`src/hdl/ncfl_pkg.sv`:
```
// Package for the near-cube factor layout core.
// Holds the width constants, the sequencer state type and the layout choice codes.
// Depends on nothing.
package ncfl_pkg;

   // Field widths of the item and result transactions.
   localparam int COUNT_BITS = 20;
   localparam int GROUP_BITS = 12;

   // Ceiling square root of a COUNT_BITS value fits in ROOT_BITS bits; so does the cube root.
   localparam int ROOT_BITS = (COUNT_BITS + 1) / 2 + 1;
   localparam int REM_BITS = ROOT_BITS + 1;
   localparam int POW_BITS = COUNT_BITS + 2;
   localparam int MUL_B_BITS = (GROUP_BITS > ROOT_BITS) ? GROUP_BITS : ROOT_BITS;
   localparam int PROD_BITS = COUNT_BITS + MUL_B_BITS;
   localparam int SUM_BITS = PROD_BITS + 1;
   localparam int BITCNT_BITS = $clog2(COUNT_BITS);

   // Result field widths.
   localparam int WIDTH_BITS = 32;
   localparam int HEIGHT_BITS = COUNT_BITS;
   localparam int LARGE_BITS = COUNT_BITS;
   localparam int SMALL_BITS = ROOT_BITS;
   localparam int CUBE_BITS = 7;
   localparam int CHOICE_BITS = 2;

   // Layout choice codes.
   localparam logic [CHOICE_BITS-1:0] CHOICE_LARGE = 2'd0;
   localparam logic [CHOICE_BITS-1:0] CHOICE_SMALL = 2'd1;
   localparam logic [CHOICE_BITS-1:0] CHOICE_CUBE = 2'd2;

   // Multiplier schedule, one product per step.
   localparam logic [2:0] MUL_A_S = 3'd0;
   localparam logic [2:0] MUL_B_C = 3'd1;
   localparam logic [2:0] MUL_B_S = 3'd2;
   localparam logic [2:0] MUL_A_C = 3'd3;
   localparam logic [2:0] MUL_C_S = 3'd4;
   localparam logic [2:0] MUL_A_B = 3'd5;

   // Sequencer states, one-hot.
   typedef enum logic [7:0] {
      ST_IDLE   = 8'b0000_0001,
      ST_CUBE   = 8'b0000_0010,
      ST_DSTART = 8'b0000_0100,
      ST_DIV    = 8'b0000_1000,
      ST_CHECK  = 8'b0001_0000,
      ST_SQRT   = 8'b0010_0000,
      ST_MUL    = 8'b0100_0000,
      ST_PICK   = 8'b1000_0000
   } state_type;

endpackage

```
`src/hdl/near_cube_factor_layout_core.sv`:
```
// Near-cube factor layout core: sequencer with a shared restoring divider and multiplier.
// Depends on ncfl_pkg.
//
// Usage:
//   req channel (req_valid/req_ready) carries one transaction: item_count N and group_size S.
//   rsp channel (rsp_valid/rsp_ready) returns one transaction per request: the chosen
//   layout_width/layout_height, the factors a, b, c and the layout_choice code.
//   A count of zero is handled as a count of one.
// Flow:
//   One request at a time; req_ready is low from acceptance until the result is loaded
//   and rises the cycle after. The divisor searches dominate the run time: every
//   trial runs the shared restoring divider, one quotient bit per cycle, so N with
//   few small divisors takes longest.
// Reset: synchronous, active high; the sequencer returns to idle and rsp_valid drops.
// Stall: a finished result waits in the output register; a new request is accepted
//   while it waits, and the next result is held internally until rsp_ready frees the
//   output register.
module near_cube_factor_layout_core
   import ncfl_pkg::*;
(
   input  logic                   clock,
   input  logic                   reset,
   input  logic                   req_valid,
   output logic                   req_ready,
   input  logic [COUNT_BITS-1:0]  req_item_count,
   input  logic [GROUP_BITS-1:0]  req_group_size,
   output logic                   rsp_valid,
   input  logic                   rsp_ready,
   output logic [WIDTH_BITS-1:0]  rsp_layout_width,
   output logic [HEIGHT_BITS-1:0] rsp_layout_height,
   output logic [LARGE_BITS-1:0]  rsp_factor_large,
   output logic [SMALL_BITS-1:0]  rsp_factor_small,
   output logic [CUBE_BITS-1:0]   rsp_factor_cube,
   output logic [CHOICE_BITS-1:0] rsp_layout_choice
);

   state_type state_ff, state_in;

   logic [COUNT_BITS-1:0]  n_ff, n_in;
   logic [GROUP_BITS-1:0]  s_ff, s_in;
   logic [COUNT_BITS-1:0]  m_ff, m_in;
   logic [ROOT_BITS-1:0]   root_ff, root_in;
   logic [POW_BITS-1:0]    sq_ff, sq_in;
   logic [POW_BITS-1:0]    cube_ff, cube_in;
   logic                   stage_ff, stage_in;
   logic [ROOT_BITS-1:0]   d_ff, d_in;
   logic [COUNT_BITS-1:0]  dq_ff, dq_in;
   logic [REM_BITS-1:0]    rem_ff, rem_in;
   logic [BITCNT_BITS-1:0] bit_ff, bit_in;
   logic [ROOT_BITS-1:0]   c_ff, c_in;
   logic [COUNT_BITS-1:0]  a_ff, a_in;
   logic [ROOT_BITS-1:0]   b_ff, b_in;
   logic [2:0]             step_ff, step_in;
   logic [WIDTH_BITS-1:0]  w0_ff, w0_in, w1_ff, w1_in, w2_ff, w2_in;
   logic [HEIGHT_BITS-1:0] h0_ff, h0_in, h1_ff, h1_in, h2_ff, h2_in;
   logic [SUM_BITS-1:0]    best_ff, best_in;
   logic [CHOICE_BITS-1:0] pick_ff, pick_in;
   logic                   done_ff, done_in;

   logic                   rsp_valid_ff, rsp_valid_in;
   logic [WIDTH_BITS-1:0]  width_ff, width_in;
   logic [HEIGHT_BITS-1:0] height_ff, height_in;
   logic [LARGE_BITS-1:0]  large_ff, large_in;
   logic [SMALL_BITS-1:0]  small_ff, small_in;
   logic [CUBE_BITS-1:0]   cubef_ff, cubef_in;
   logic [CHOICE_BITS-1:0] choice_ff, choice_in;

   // Shared datapath signals.
   logic [COUNT_BITS-1:0]  div_target;
   logic [REM_BITS-1:0]    rem_shift;
   logic                   rem_ge;
   logic                   found;
   logic [COUNT_BITS-1:0]  found_quo;
   logic [COUNT_BITS-1:0]  mul_a;
   logic [MUL_B_BITS-1:0]  mul_b;
   logic [PROD_BITS-1:0]   prod;
   logic [SUM_BITS-1:0]    cand_sum;
   logic                   load_out;

   assign req_ready = (state_ff == ST_IDLE) && !done_ff;

   // Dividend follows the search stage: N for c, N/c for b0.
   assign div_target = stage_ff ? m_ff : n_ff;

   // One restoring division step.
   assign rem_shift = {rem_ff[REM_BITS-2:0], dq_ff[COUNT_BITS-1]};
   assign rem_ge = (rem_shift >= {1'b0, d_ff});

   // A divisor is found when it is one, or after a division with zero remainder.
   always_comb begin
      found = 1'b0;
      found_quo = dq_ff;
      if (state_ff == ST_DSTART && d_ff == ROOT_BITS'(1)) begin
         found = 1'b1;
         found_quo = div_target;
      end else if (state_ff == ST_CHECK && rem_ff == '0) begin
         found = 1'b1;
      end
   end

   // Operand selection for the shared multiplier.
   always_comb begin
      case (step_ff)
         MUL_A_S: begin
            mul_a = a_ff;
            mul_b = MUL_B_BITS'(s_ff);
         end
         MUL_B_C: begin
            mul_a = COUNT_BITS'(b_ff);
            mul_b = MUL_B_BITS'(c_ff);
         end
         MUL_B_S: begin
            mul_a = COUNT_BITS'(b_ff);
            mul_b = MUL_B_BITS'(s_ff);
         end
         MUL_A_C: begin
            mul_a = a_ff;
            mul_b = MUL_B_BITS'(c_ff);
         end
         MUL_C_S: begin
            mul_a = COUNT_BITS'(c_ff);
            mul_b = MUL_B_BITS'(s_ff);
         end
         MUL_A_B: begin
            mul_a = a_ff;
            mul_b = MUL_B_BITS'(b_ff);
         end
         default: begin
            mul_a = '0;
            mul_b = '0;
         end
      endcase
   end

   assign prod = PROD_BITS'(mul_a) * PROD_BITS'(mul_b);

   // Candidate sum for the compare pass.
   always_comb begin
      case (step_ff)
         3'd0:    cand_sum = SUM_BITS'(w0_ff) + SUM_BITS'(h0_ff);
         3'd1:    cand_sum = SUM_BITS'(w1_ff) + SUM_BITS'(h1_ff);
         default: cand_sum = SUM_BITS'(w2_ff) + SUM_BITS'(h2_ff);
      endcase
   end

   // The finished result moves to the output register once it is free.
   assign load_out = done_ff && (!rsp_valid_ff || rsp_ready);

   // Sequencer.
   always_comb begin
      state_in = state_ff;
      n_in = n_ff;
      s_in = s_ff;
      m_in = m_ff;
      root_in = root_ff;
      sq_in = sq_ff;
      cube_in = cube_ff;
      stage_in = stage_ff;
      d_in = d_ff;
      dq_in = dq_ff;
      rem_in = rem_ff;
      bit_in = bit_ff;
      c_in = c_ff;
      a_in = a_ff;
      b_in = b_ff;
      step_in = step_ff;
      w0_in = w0_ff;
      w1_in = w1_ff;
      w2_in = w2_ff;
      h0_in = h0_ff;
      h1_in = h1_ff;
      h2_in = h2_ff;
      best_in = best_ff;
      pick_in = pick_ff;
      done_in = done_ff;
      if (load_out) begin
         done_in = 1'b0;
      end
      case (state_ff)
         ST_IDLE: begin
            if (req_valid && req_ready) begin
               n_in = (req_item_count == '0) ? COUNT_BITS'(1) : req_item_count;
               s_in = req_group_size;
               root_in = ROOT_BITS'(1);
               sq_in = POW_BITS'(1);
               cube_in = POW_BITS'(1);
               stage_in = 1'b0;
               state_in = ST_CUBE;
            end
         end
         ST_CUBE: begin
            // Count r up while r^3 < N, keeping r^2 and r^3 by differences.
            if (cube_ff < POW_BITS'(n_ff)) begin
               cube_in = cube_ff + (sq_ff << 1) + sq_ff + (POW_BITS'(root_ff) << 1)
                         + POW_BITS'(root_ff) + POW_BITS'(1);
               sq_in = sq_ff + (POW_BITS'(root_ff) << 1) + POW_BITS'(1);
               root_in = root_ff + ROOT_BITS'(1);
            end else begin
               d_in = root_ff;
               state_in = ST_DSTART;
            end
         end
         ST_DSTART: begin
            if (!found) begin
               dq_in = div_target;
               rem_in = '0;
               bit_in = '0;
               state_in = ST_DIV;
            end
         end
         ST_DIV: begin
            rem_in = rem_ge ? (rem_shift - {1'b0, d_ff}) : rem_shift;
            dq_in = {dq_ff[COUNT_BITS-2:0], rem_ge};
            bit_in = bit_ff + BITCNT_BITS'(1);
            if (bit_ff == BITCNT_BITS'(COUNT_BITS - 1)) begin
               state_in = ST_CHECK;
            end
         end
         ST_CHECK: begin
            if (!found) begin
               d_in = d_ff - ROOT_BITS'(1);
               state_in = ST_DSTART;
            end
         end
         ST_SQRT: begin
            // Count r up while r^2 < N/c.
            if (sq_ff < POW_BITS'(m_ff)) begin
               sq_in = sq_ff + (POW_BITS'(root_ff) << 1) + POW_BITS'(1);
               root_in = root_ff + ROOT_BITS'(1);
            end else begin
               d_in = root_ff;
               stage_in = 1'b1;
               state_in = ST_DSTART;
            end
         end
         ST_MUL: begin
            case (step_ff)
               MUL_A_S: w0_in = WIDTH_BITS'(prod);
               MUL_B_C: h0_in = HEIGHT_BITS'(prod);
               MUL_B_S: w1_in = WIDTH_BITS'(prod);
               MUL_A_C: h1_in = HEIGHT_BITS'(prod);
               MUL_C_S: w2_in = WIDTH_BITS'(prod);
               default: h2_in = HEIGHT_BITS'(prod);
            endcase
            if (step_ff == MUL_A_B) begin
               step_in = '0;
               state_in = ST_PICK;
            end else begin
               step_in = step_ff + 3'd1;
            end
         end
         ST_PICK: begin
            // Strict compare so that a tie keeps the earlier candidate.
            if (step_ff == 3'd0 || cand_sum < best_ff) begin
               best_in = cand_sum;
               pick_in = CHOICE_BITS'(step_ff);
            end
            if (step_ff == 3'd2) begin
               done_in = 1'b1;
               state_in = ST_IDLE;
            end else begin
               step_in = step_ff + 3'd1;
            end
         end
         default: begin
            state_in = ST_IDLE;
         end
      endcase

      // Take the found divisor and its cofactor.
      if (found) begin
         if (!stage_ff) begin
            c_in = d_ff;
            m_in = found_quo;
            root_in = ROOT_BITS'(1);
            sq_in = POW_BITS'(1);
            state_in = ST_SQRT;
         end else begin
            if (found_quo > COUNT_BITS'(d_ff)) begin
               a_in = found_quo;
               b_in = d_ff;
            end else begin
               a_in = COUNT_BITS'(d_ff);
               b_in = ROOT_BITS'(found_quo);
            end
            step_in = '0;
            state_in = ST_MUL;
         end
      end
   end

   // Output register and its handshake.
   always_comb begin
      rsp_valid_in = rsp_valid_ff;
      width_in = width_ff;
      height_in = height_ff;
      large_in = large_ff;
      small_in = small_ff;
      cubef_in = cubef_ff;
      choice_in = choice_ff;
      if (rsp_valid_ff && rsp_ready) begin
         rsp_valid_in = 1'b0;
      end
      if (load_out) begin
         rsp_valid_in = 1'b1;
         case (pick_ff)
            CHOICE_LARGE: begin
               width_in = w0_ff;
               height_in = h0_ff;
            end
            CHOICE_SMALL: begin
               width_in = w1_ff;
               height_in = h1_ff;
            end
            default: begin
               width_in = w2_ff;
               height_in = h2_ff;
            end
         endcase
         large_in = a_ff;
         small_in = b_ff;
         cubef_in = CUBE_BITS'(c_ff);
         choice_in = pick_ff;
      end
   end

   // Control registers.
   always_ff @(posedge clock) begin
      if (reset) begin
         state_ff <= ST_IDLE;
         done_ff <= 1'b0;
         rsp_valid_ff <= 1'b0;
      end else begin
         state_ff <= state_in;
         done_ff <= done_in;
         rsp_valid_ff <= rsp_valid_in;
      end
   end

   // Datapath registers.
   always_ff @(posedge clock) begin
      n_ff <= n_in;
      s_ff <= s_in;
      m_ff <= m_in;
      root_ff <= root_in;
      sq_ff <= sq_in;
      cube_ff <= cube_in;
      stage_ff <= stage_in;
      d_ff <= d_in;
      dq_ff <= dq_in;
      rem_ff <= rem_in;
      bit_ff <= bit_in;
      c_ff <= c_in;
      a_ff <= a_in;
      b_ff <= b_in;
      step_ff <= step_in;
      w0_ff <= w0_in;
      w1_ff <= w1_in;
      w2_ff <= w2_in;
      h0_ff <= h0_in;
      h1_ff <= h1_in;
      h2_ff <= h2_in;
      best_ff <= best_in;
      pick_ff <= pick_in;
      width_ff <= width_in;
      height_ff <= height_in;
      large_ff <= large_in;
      small_ff <= small_in;
      cubef_ff <= cubef_in;
      choice_ff <= choice_in;
   end

   assign rsp_valid = rsp_valid_ff;
   assign rsp_layout_width = width_ff;
   assign rsp_layout_height = height_ff;
   assign rsp_factor_large = large_ff;
   assign rsp_factor_small = small_ff;
   assign rsp_factor_cube = cubef_ff;
   assign rsp_layout_choice = choice_ff;

endmodule

```
`config.mk`:
```
export PLATFORM = sky130hd
export DESIGN_NAME = near_cube_factor_layout_core
export DESIGN_NICKNAME = d
export VERILOG_FILES = /design/src/hdl/ncfl_pkg.sv /design/src/hdl/near_cube_factor_layout_core.sv
export SDC_FILE = /design/constraint.sdc
export NUM_CORES = 2
export LEC_CHECK = 0
export BUFFER_PORTS_ARGS = -buffer_cell sky130_fd_sc_hd__buf_2
export CAP_MARGIN = 10
export CORE_MARGIN = 2
export CORE_UTILIZATION = 23
export DETAILED_ROUTE_END_ITERATION = 10
export PLACE_DENSITY = 0.49
export SKIP_CTS_REPAIR_TIMING = 1
export SLEW_MARGIN = 15
export SYNTH_ARGS = -nofsm -noshare
export SYNTH_HDL_FRONTEND = slang
export SYNTH_SLANG_ARGS = --single-unit
```
`constraint.sdc`:
```
create_clock -name clock -period 10.2 [get_ports clock]
set_clock_uncertainty 0.05 [all_clocks]
set_input_delay 1.53 -clock clock [delete_from_list [all_inputs] [get_ports clock]]
set_output_delay 1.53 -clock clock [all_outputs]
set_load 0.01 [all_outputs]
```
==> qor.log <==
qor: status.run_status completed
qor: layout.regArea 14370 sq um
qor: worst_setup_path.critPathArrivalTime 8.50 ns
qor: layout.insertedDiodeCount 0
qor: layout.finish.utilization 26.40%
qor: yosys.synth_compound_area_share 10.57%
qor: sta.post-route-min-period 8.174 ns
qor: global_routing.antenna_found_initial 7
qor: floorplanning.dieWidth 396.6 microns
qor: yosys.synthSimpleGateAreaFrac 12.51%
qor: worst_setup_path.r2r_setup_slack 2.03 ns
qor: route.ant_nets 0
qor: global_routing.globalRouteTotalUtil 12.95%
qor: yosys.postSynthCellCount 3335
qor: clocking.tritoncts done
qor: pwr.power.switching_fraction 36.05%
qor: route.drt_iter0_drc 1797
qor: worst_hold_path.worst_hold_path.num_cells 0
qor: place.port-buffer-count 129
qor: route.drt-wirelength-per-cell 18.64 microns
qor: global_routing.grt_overflow_total 0
qor: global_routing.first_global_vias 24990
qor: yosys.synth_cell_type_count 81
qor: route.post_route_m1_wl 49760 microns
qor: worst_setup_path.cpLargestDelayFamily adder cells
qor: clocking.cts-root-buf sky130_fd_sc_hd__clkbuf_16
qor: route.drt_wl_total 103200 microns
qor: route.drcViolationCount 0
qor: layout.nNetsFinal 4009
qor: route.vias 25070
qor: yosys.synth_fa_ha_area_share 23.37%
qor: sta.tightest_slew 1.140 ns
qor: yosys.synth-seq-cells 494
qor: sta.timing_max_transition_violations_final 0
qor: yosys.ys_seq_area_share 40.54%
qor: route.top_layer met4
qor: sta.fmaxAchievable 122.3 MHz
qor: worst_setup_path.required 10.53 ns
qor: sta.period_share 80.14%
qor: layout.most-common-layout-cells sky130_fd_sc_hd__edfxtp_1 (448), sky130_fd_sc_hd__nand2_1 (398), sky130_fd_sc_hd__inv_1 (356)
qor: worst_setup_path.worst_r2r_path_depth 28
qor: worst_setup_path.r2r_path_start step_ff[1]
qor: floorplanning.die_height 396.6 microns
qor: place.preCtsSetupSlack 2.102 ns
qor: worst_setup_path.r2r_end w0_ff[30]
qor: pwr.worst_ir_drop_vdd 268.1 uV
qor: pwr.internal-power 4.863 mW
qor: worst_setup_path.timing.critical_path.slowest_stage_cell sky130_fd_sc_hd__a222oi_1
qor: worst_setup_path.crit_buf_inv 6
qor: layout.area_of_the_multi_input_gates 19380 sq um
qor: layout.layout.filler_cells 16240
qor: route.drt-pass1-iter-count 6
qor: yosys.syn-num-nets 3897
qor: pwr.netSwitchingPower 2.742 mW
qor: yosys.number_of_enable_flip_flop_cells_after_synthesis 448
qor: worst_setup_path.critical-path-top-cell-by-count sky130_fd_sc_hd__fa_1
qor: yosys.async_reset_ff_share 0%
qor: sta.fin_ws 2.026 ns
qor: clocking.htreeDepth 2
qor: yosys.synth_xor_xnor_area_share 3.755%
qor: pwr.power.density 187.6 nW/um^2
qor: layout.area_growth 14.32%
qor: worst_hold_path.min_from c_ff[3]
qor: pwr.pwr-share-seq 36.3%
qor: worst_setup_path.worstSetupEndpointType flop
qor: yosys.postSynth.topFlopCell sky130_fd_sc_hd__edfxtp_1
qor: pwr.design_power_total 7.605 mW
qor: flow_run.drv.max_cap_violation_count 0
qor: floorplanning.die_area 157300 sq um
qor: route.met3WireLength 5786 microns
qor: pwr.power.share.clock 28.2%
qor: place.detailedPlacementHpwl 79830 microns
qor: yosys.synth_top_family_by_area adder cells
qor: yosys.synth.area.mux_share 4.186%
qor: sta.slew-limit-headroom 23.97%
qor: worst_setup_path.setup.worst_path.start_class flop
qor: worst_setup_path.setup.worst_path.class flop to flop
qor: pwr.leakagePower 17.10 nW
qor: clocking.tritoncts.num_buffers 56
qor: layout.drive_gt1_share 10.53%
qor: layout.layout_commonest_cell sky130_fd_sc_hd__edfxtp_1
qor: global_routing.grt_pass1_wl 156100 microns
qor: route.met2_wirelength 45330 microns
qor: sta.totalNegativeSetupSlack 0 ns
qor: clocking.tritoncts_num_sinks 494
qor: sta.finalSetupViolations 0
qor: floorplanning.rows 144
qor: worst_hold_path.worst_hold_path.endpoint rsp_factor_cube[3]
qor: yosys.postSynthAreaPerCell 10.63 sq um
qor: sta.rsz0062_at_grt false
qor: worst_setup_path.timing.critical_path.slowest_cell_delay 0.98 ns
qor: layout.finish.instance_area 40530 sq um
qor: place.finalWeightedCongestion 0.8641
qor: floorplanning.pin_count 130
qor: clocking.clkLatencyLatePin 0.67 ns
qor: worst_setup_path.critical_path.max_fanout 17
qor: sta.timing_hold_violations_final 0
qor: floorplanning.placeableCoreArea 153500 sq um
qor: worst_hold_path.class_of_the_worst_hold_path flop to flop
qor: global_routing.pin_count_of_the_biggest_net_entering_global_routing 56
qor: route.via_per_inst 4.526
qor: yosys.ys_warn_count 0
qor: floorplanning.initial_core_util 23.09%
qor: yosys.synth.cell_area 35450 sq um
qor: pwr.power.combinational.fraction 35.5%
qor: clocking.worst_setup_hold_path_clk_slew 0.06 ns
qor: place.placement.cell_area 38590 sq um
qor: clocking.cts_max_path_buffers 3
worst reg2reg max path, delay by kind of cell, from the launching register on:
family                     cells  cell delay, ns
DFF                            1            0.45
xor gates and xnor gates       1            0.12
buffers and inverters          6            0.78
adders and majority gates      7            3.05
AOI/OAI and AO/OA              6            2.34
and+or+nand+nor                8            1.11
how the worst max path moves through the flow:
| stage | startpoint | to | cells past startpoint |
|---|---|---|---|
| after floorplan | step_ff[0] | w0_ff[31] | 31 |
| after global placement | step_ff[0] | w0_ff[31] | 27 |
| after detailed placement | step_ff[0] | w1_ff[30] | 27 |
| after CTS | step_ff[1] | w1_ff[30] | 28 |
| after global routing | step_ff[1] | h2_ff[19] | 28 |
| final | step_ff[1] | w0_ff[30] | 28 |
Yosys cell counts, types with 21 or more instances:
master | count | area share (%)
sky130_fd_sc_hd__a211oi_1 | 25 | 0.53
sky130_fd_sc_hd__a21o_1 | 51 | 1.1
sky130_fd_sc_hd__a21oi_1 | 138 | 1.9
sky130_fd_sc_hd__a22oi_1 | 44 | 0.93
sky130_fd_sc_hd__a31oi_1 | 24 | 0.42
sky130_fd_sc_hd__and2_1 | 43 | 0.76
sky130_fd_sc_hd__clkbuf_1 | 105 | 1.1
sky130_fd_sc_hd__dfxtp_1 | 46 | 2.6
sky130_fd_sc_hd__edfxtp_1 | 448 | 38
sky130_fd_sc_hd__fa_1 | 227 | 13
sky130_fd_sc_hd__ha_1 | 299 | 11
sky130_fd_sc_hd__inv_1 | 356 | 3.8
sky130_fd_sc_hd__mux2_2 | 48 | 1.5
sky130_fd_sc_hd__mux2i_1 | 65 | 1.8
sky130_fd_sc_hd__nand2_1 | 398 | 4.2
sky130_fd_sc_hd__nand2b_1 | 23 | 0.41
sky130_fd_sc_hd__nand3_1 | 66 | 0.93
sky130_fd_sc_hd__nand4_1 | 28 | 0.49
sky130_fd_sc_hd__nor2_1 | 218 | 2.3
sky130_fd_sc_hd__nor2b_1 | 25 | 0.44
sky130_fd_sc_hd__nor3_1 | 59 | 0.83
sky130_fd_sc_hd__o21a_1 | 21 | 0.44
sky130_fd_sc_hd__o21ai_0 | 180 | 2.5
sky130_fd_sc_hd__xnor2_1 | 97 | 2.4
sky130_fd_sc_hd__xor2_1 | 55 | 1.4
sequential cells by signal, indices dropped and copies added, names as in the netlist, 20 cells and up:
register           count
sq_ff                 22
h2_ff                 20
a_ff                  20
best_ff               33
rsp_layout_height     20
w1_ff                 32
rsp_layout_width      32
w2_ff                 32
rsp_factor_large      20
n_ff                  20
m_ff                  20
h1_ff                 20
h0_ff                 20
w0_ff                 32
dq_ff                 20
cube_ff               22
layout make-up:
class / instances / area share, %
well taps: 2044 / 6.310
flip-flops and latches: 494 / 35.47
repair buffers: 169 / 2.334
clock buffers: 75 / 3.856
multi-input cells: 2370 / 47.82
clock inverters: 30 / 0.9169
inverters: 356 / 3.297
stage by stage:
| step | instances | hold WS (ns) |
|---|---|---|
| final | 5538 | 0.4200 |
| after global routing | 5538 | 0.4616 |
| after CTS | 5538 | 0.4307 |
| after detailed placement | 5433 | 0.4324 |
| after global placement | 5433 | 0.4209 |
| after floorplan | 3335 | 0.3674 |
logic make-up (layout without fill, tap and decap cells):
| logic type | after synthesis | count (layout) |
|---|---|---|
| adders and majority gates | 526 | 526 |
| xor gates and xnor gates | 152 | 152 |
| DFF | 494 | 494 |
| and+or+nand+nor | 965 | 965 |
| AOI/OAI and AO/OA | 594 | 594 |
| muxes | 133 | 133 |
| buffers and inverters | 471 | 630 |
routing by layer:
layer,vias up,global-route usage [%]
met4,0,3.021
met2,672,20.11
met1,12380,18.94
met5,-,0
met3,119,1.784
li1,11900,-
power by group through the flow:
stage | combinational, mW | sequential (mW) | clock (mW)
CTS | 2.71 | 2.76 | 2.20
floorplan | 1.85 | 2.78 | 0
detailed placement | 2.70 | 2.80 | 0
global placement | 2.68 | 2.80 | 0
finish | 2.70 | 2.76 | 2.14
global route | 3.05 | 2.76 | 2.28
Power figures use the tool's default switching activity.
